==> src/hdl/vqdm_pkg.sv <==
// Shared types, codes and helpers for the virtqueue descriptor manager.
// Holds the input/result payload structs and the controller-to-datapath command.
// No dependencies.
`default_nettype none

package vqdm_pkg;

	// Descriptor index span that the field widths can address
	localparam int DESC_IDX_W    = 8;
	localparam int IDX_SPAN      = 1 << DESC_IDX_W;
	localparam int MAX_QUEUE_DEF = 256;
	localparam int CFG_W         = 9;

	localparam logic [15:0] FLAG_NEXT = 16'h0001;

	// Function codes
	localparam logic [1:0] FUNC_ADD     = 2'd0;
	localparam logic [1:0] FUNC_COLLECT = 2'd1;
	localparam logic [1:0] FUNC_READ    = 2'd2;

	// Status codes
	localparam logic [1:0] ST_OK    = 2'd0;
	localparam logic [1:0] ST_FULL  = 2'd1;
	localparam logic [1:0] ST_EMPTY = 2'd2;

	typedef struct packed {
		logic [1:0]  func;
		logic [63:0] buf_addr;
		logic [31:0] buf_len;
		logic [15:0] buf_flags;
		logic [31:0] tag;
		logic [15:0] device_used_idx;
		logic [7:0]  used_id;
		logic [31:0] used_len;
		logic [7:0]  read_index;
	} in_item_t;

	typedef struct packed {
		logic [1:0]  status;
		logic [7:0]  desc_index;
		logic [7:0]  ring_slot;
		logic [15:0] avail_count;
		logic [31:0] tag_out;
		logic [31:0] done_len;
		logic [63:0] entry_addr;
		logic [31:0] entry_len;
		logic [15:0] entry_flags;
		logic [7:0]  entry_next;
		logic [8:0]  free_count;
	} out_item_t;

	typedef struct packed {
		logic capture;  // input transfer: latch operands, read the table
		logic commit;   // execute: update table and pointers, load result
		logic cfg_wr;   // queue size write: rebuild the queue
	} dp_cmd_t;

	// Largest power of two not above v and not above cap_v; one when either is zero
	function automatic logic [8:0] legal_size(input logic [8:0] v, input logic [8:0] cap_v);
		logic [8:0] lim;
		logic [8:0] p;
		lim = (v > cap_v) ? cap_v : v;
		p = 9'd1;
		for (int b = 0; b < 9; b++) begin
			if (lim[b]) begin
				p = 9'd1 << b;
			end
		end
		return p;
	endfunction

endpackage

`default_nettype wire

==> src/hdl/vqdm_ctrl.sv <==
// Controller for the virtqueue descriptor manager: idle/execute sequencing,
// handshakes and result-valid register. Depends on vqdm_pkg.
`default_nettype none

module vqdm_ctrl (
	input  wire logic             clk,
	input  wire logic             arst_n,
	input  wire logic             in_valid,
	output logic                  in_ready,
	output logic                  out_valid,
	input  wire logic             out_ready,
	input  wire logic             cfg_valid,
	output logic                  cfg_ready,
	output vqdm_pkg::dp_cmd_t     cmd
);

	typedef enum logic {
		ST_IDLE,
		ST_EXEC
	} state_t;

	state_t state_q;
	logic   out_valid_q;
	logic   commit;

	always_comb begin
		cfg_ready   = (state_q == ST_IDLE);
		// a config write takes the idle cycle first
		in_ready    = (state_q == ST_IDLE) && !cfg_valid;
		commit      = (state_q == ST_EXEC) && (!out_valid_q || out_ready);
		cmd.capture = in_valid && in_ready;
		cmd.commit  = commit;
		cmd.cfg_wr  = cfg_valid && cfg_ready;
		out_valid   = out_valid_q;
	end

	always_ff @(posedge clk or negedge arst_n) begin
		if (!arst_n) begin
			state_q     <= ST_IDLE;
			out_valid_q <= 1'b0;
		end else begin
			unique case (state_q)
				ST_IDLE: begin
					if (out_ready) begin
						out_valid_q <= 1'b0;
					end
					if (in_valid && in_ready) begin
						state_q <= ST_EXEC;
					end
				end
				ST_EXEC: begin
					// hold until the result register is free
					if (commit) begin
						out_valid_q <= 1'b1;
						state_q     <= ST_IDLE;
					end
				end
				default: begin
					state_q <= ST_IDLE;
				end
			endcase
		end
	end

endmodule

`default_nettype wire

==> config.mk <==
export PLATFORM = sky130hd
export DESIGN_NAME = vqdm_ctrl
export DESIGN_NICKNAME = d
export VERILOG_FILES = /design/src/hdl/vqdm_pkg.sv /design/src/hdl/vqdm_ctrl.sv
export SDC_FILE = /design/constraint.sdc
export NUM_CORES = 1
export LEC_CHECK = 0
export ABC_AREA = 1
export BUFFER_PORTS_ARGS = -buffer_cell sky130_fd_sc_hd__buf_2
export CAP_MARGIN = 20
export CORE_AREA = 2 2 39 41
export DETAILED_ROUTE_END_ITERATION = 10
export DIE_AREA = 0 0 41 43
export GPL_TIMING_DRIVEN = 0
export PLACE_DENSITY = 0.38
export SYNTH_ARGS = -nofsm -noshare
export SYNTH_HDL_FRONTEND = slang
export SYNTH_SLANG_ARGS = --single-unit
==> constraint.sdc <==
create_clock -name clk -period 1.8 [get_ports clk]
set_input_delay 0.27 -clock clk [delete_from_list [all_inputs] [get_ports clk]]
set_output_delay 0.27 -clock clk [all_outputs]
set_load 0.03 [all_outputs]
==> load_flow_metrics.sql <==
INSERT INTO impl_metrics (metric_group, metric, value, unit) VALUES
('sta', 'hold_viol_final', '0', ''),
('drt', 'dr_total_vias', '125', ''),
('global_route', 'first_global_vias', '130', ''),
('sta', 'totalNegativeSetupSlack', '0', 'ns'),
('setup_path', 'endpoint', 'cmd[1]', ''),
('placed_design', 'io_buffers', '10', ''),
('global_route', 'grtUsageTotal', '0.0452', ''),
('layout', 'finish.net_count', '36', ''),
('setup_path', 'crit_path_top_delay_cell', 'sky130_fd_sc_hd__dfrtp_1', ''),
('setup_path', 'worst_setup_path_end_kind', 'output port', ''),
('synth', 'biggest_area_contributors_in_the_synthesized_netlist', 'sky130_fd_sc_hd__dfrtp_1 47%, sky130_fd_sc_hd__inv_1 14%, sky130_fd_sc_hd__nand2_1 14%', ''),
('setup_path', 'timing.critical_path.required', '1.53', 'ns'),
('sta', 'finalMaxSlewViolations', '0', ''),
('global_route', 'grt_start_max_net_pins', '5', ''),
('floorplan', 'design.core.area', '1380', 'um2'),
('synth', 'post_synthesis_area_per_instance', '7.17', 'um2'),
('setup_path', 'timing.reg2reg.setup_slack', '1.06', 'ns'),
('setup_path', 'timing.setup.critical_path_class', 'reg -> out', ''),
('setup_path', 'worst_setup_path_startpoint', 'state_q', ''),
('layout', 'antenna-diode-count', '0', ''),
('setup_path', 'r2r_end', 'state_q', ''),
('synth', 'mux_share_of_post_synthesis_cell_area', '0', ''),
('drt', 'routed_via_density', '2.78', ''),
('synth', 'post-synth-top-area-fraction', '0.465', ''),
('drt', 'drtAntennaViolNets', '0', ''),
('clock_network', 'cts_tree', 'yes', ''),
('floorplan', 'die_area', '1760', 'um2'),
('global_route', 'overflow', '0', ''),
('pwr', 'power.density', '1030', 'nW/um2'),
('drt', 'drt_pre_antenna_iters', '3', ''),
('synth', 'synth.ff_latch_count', '2', ''),
('setup_path', 'timing.critical_path.fanout_max', '4', ''),
('floorplan', 'rows', '14', ''),
('placed_design', 'gpl.final_weighted_congestion', '0.594', ''),
('synth', 'yosys_warnings', '0', ''),
('sta', 'rsz0062_at_grt', 'false', ''),
('global_route', 'grt.met1_usage', '0.0354', ''),
('clock_network', 'number_of_buffers_created_by_cts', '3', ''),
('drt', 'post-route-drc-count', '0', ''),
('placed_design', 'hpwl', '244', 'um'),
('placed_design', 'dpl.cell_count', '41', ''),
('setup_path', 'r2r-start', 'state_q', ''),
('sta', 'final.setup_skew', '0.00400', 'ns'),
('drt', 'totalWireLength', '327', 'um'),
('setup_path', 'critical_path.max_stage_delay', '0.39', 'ns'),
('sta', 'tightest_slew', '0.155', 'ns'),
('synth', 'synthXorXnorAreaFrac', '0', ''),
('layout', 'fillCellCount', '168', ''),
('clock_network', 'numClockSinks', '2', ''),
('synth', 'synthDistinctLibCells', '8', ''),
('floorplan', 'die_height', '43', 'um'),
('sta', 'max_clock_freq', '725', 'MHz'),
('floorplan', 'initial_utilization', '0.0778', ''),
('global_route', 'grt_pass1_wl', '441', 'um'),
('outcome', 'outcome', 'completed', ''),
('clock_network', 'clock_slew_seen_by_the_registers_of_the_worst_setup_and_hold_paths', '0.03', 'ns'),
('setup_path', 'setup.worst_path.start_class', 'register', ''),
('layout', 'proportion_of_layout_cells_with_a_drive_suffix_above_1', '0.517', ''),
('clock_network', 'htree_levels', '1', ''),
('job', 'cap_viol_max_count', '0', ''),
('setup_path', 'r2r_cells', '3', ''),
('clock_network', 'cts-resized-gates', '0', ''),
('floorplan', 'design.portCount', '11', ''),
('placed_design', 'dpl-instance-area', '178', 'um2'),
('global_route', 'grt_busiest_layer', 'met4', ''),
('layout', 'synthToLayoutAreaGrowth', '95.3', '%'),
('setup_path', 'cp_cell_sequence', 'inv_1 > a21oi_1 > buf_4 > buf_2', ''),
('clock_network', 'clock_tree_root_driver_cell', 'sky130_fd_sc_hd__clkbuf_4', ''),
('clock_network', 'clk-insertion-delay-late', '0.23', 'ns'),
('synth', 'netlist.top_cell.by_area', 'sky130_fd_sc_hd__dfrtp_1', ''),
('layout', 'post_layout_nonfiller_instances', '45', '');
## logic make-up (layout without fill, tap and decap cells)
kind of cell           Yosys count  in the layout
AND/OR/NAND/NOR                  7              7
buffers and inverters            5             19
flip-flops                       2              2
AO/OA/AOI/OAI                    1              1
## through the flow
step                      total power, uW  hold WS (ns)  utilization  worst slack [ns]
final                                 216         0.290        0.152             0.421
after global routing                  228         0.315        0.152             0.331
after global placement                115        0.0588        0.128             0.653
after CTS                             223         0.284        0.152             0.404
after detailed placement              115        0.0605        0.128             0.652
after floorplan                      95.0       -0.0256            -             0.489
## metal layers
layer / share of wire / wire, um
met3: 0.13 / 42
met4: 0 / 0
met1: 0.41 / 133
met2: 0.46 / 151
met5: 0 / 0
## worst min-delay path by stage
stage / startpoint / end / slack, ns / cells after the start
after CTS: in_valid / state_q / 0.28 / 3
after global routing: in_valid / state_q / 0.31 / 3
after detailed placement: arst_n / state_q / 0.06 / 1
after global placement: arst_n / out_valid / 0.06 / 1
final: in_valid / state_q / 0.29 / 3
after floorplan: arst_n / out_valid / -0.03 / 0
## worst register-to-register path: cells and delay by family, from the launching register on
kind / cells / cell delay, ns
AND/OR/NAND/NOR: 3 / 0.27
flip-flops: 1 / 0.40
## sequential cells by signal (all words and copies together) (netlist names)
| signal | cells |
|---|---|
| out_valid | 1 |
| state_q | 1 |
## what timing repair did
action	in CTS	in global routing
setup buffers	0	0
hold buffers	1	0
endpoints found under the hold margin	2	0
## Yosys cell counts
| cell type | number |
|---|---|
| sky130_fd_sc_hd__inv_1 | 4 |
| sky130_fd_sc_hd__nand2_1 | 4 |
| sky130_fd_sc_hd__dfrtp_1 | 2 |
| sky130_fd_sc_hd__a21oi_1 | 1 |
| sky130_fd_sc_hd__buf_4 | 1 |
| sky130_fd_sc_hd__nand3_1 | 1 |
| sky130_fd_sc_hd__nor2_1 | 1 |
| sky130_fd_sc_hd__nor2_2 | 1 |
## cell type report
| type | count | area, um2 | share of cell area |
|---|---|---|---|
| Buffer | 1 | 7.51 | 0.0357 |
| Clock buffer | 3 | 22.5 | 0.107 |
| Inverter | 4 | 15.0 | 0.0714 |
| Multi-Input combinational cell | 8 | 35.0 | 0.167 |
| Sequential cell | 2 | 50.0 | 0.238 |
| Tap cell | 16 | 20.0 | 0.0952 |
| Timing Repair Buffer | 11 | 60.1 | 0.286 |
## where the power goes
group	switching (uW)	internal, uW
sequential	5.37	50.5
clock	27.4	73.8
combinational	39.6	19.6
## cell usage in the layout, fill, tap and decap left out
| cell | netlist | routed |
|---|---|---|
| sky130_fd_sc_hd__nor2_2 | 1 | 1 |
| sky130_fd_sc_hd__a21oi_1 | 1 | 1 |
| sky130_fd_sc_hd__dlygate4sd3_1 | 0 | 1 |
| sky130_fd_sc_hd__buf_2 | 0 | 10 |
| sky130_fd_sc_hd__buf_4 | 1 | 1 |
| sky130_fd_sc_hd__clkbuf_4 | 0 | 3 |
| sky130_fd_sc_hd__inv_1 | 4 | 4 |
| sky130_fd_sc_hd__nor2_1 | 1 | 1 |
| sky130_fd_sc_hd__nand2_1 | 4 | 4 |
| sky130_fd_sc_hd__nand3_1 | 1 | 1 |
| sky130_fd_sc_hd__dfrtp_1 | 2 | 2 |
(Power assumes the default switching activity.)
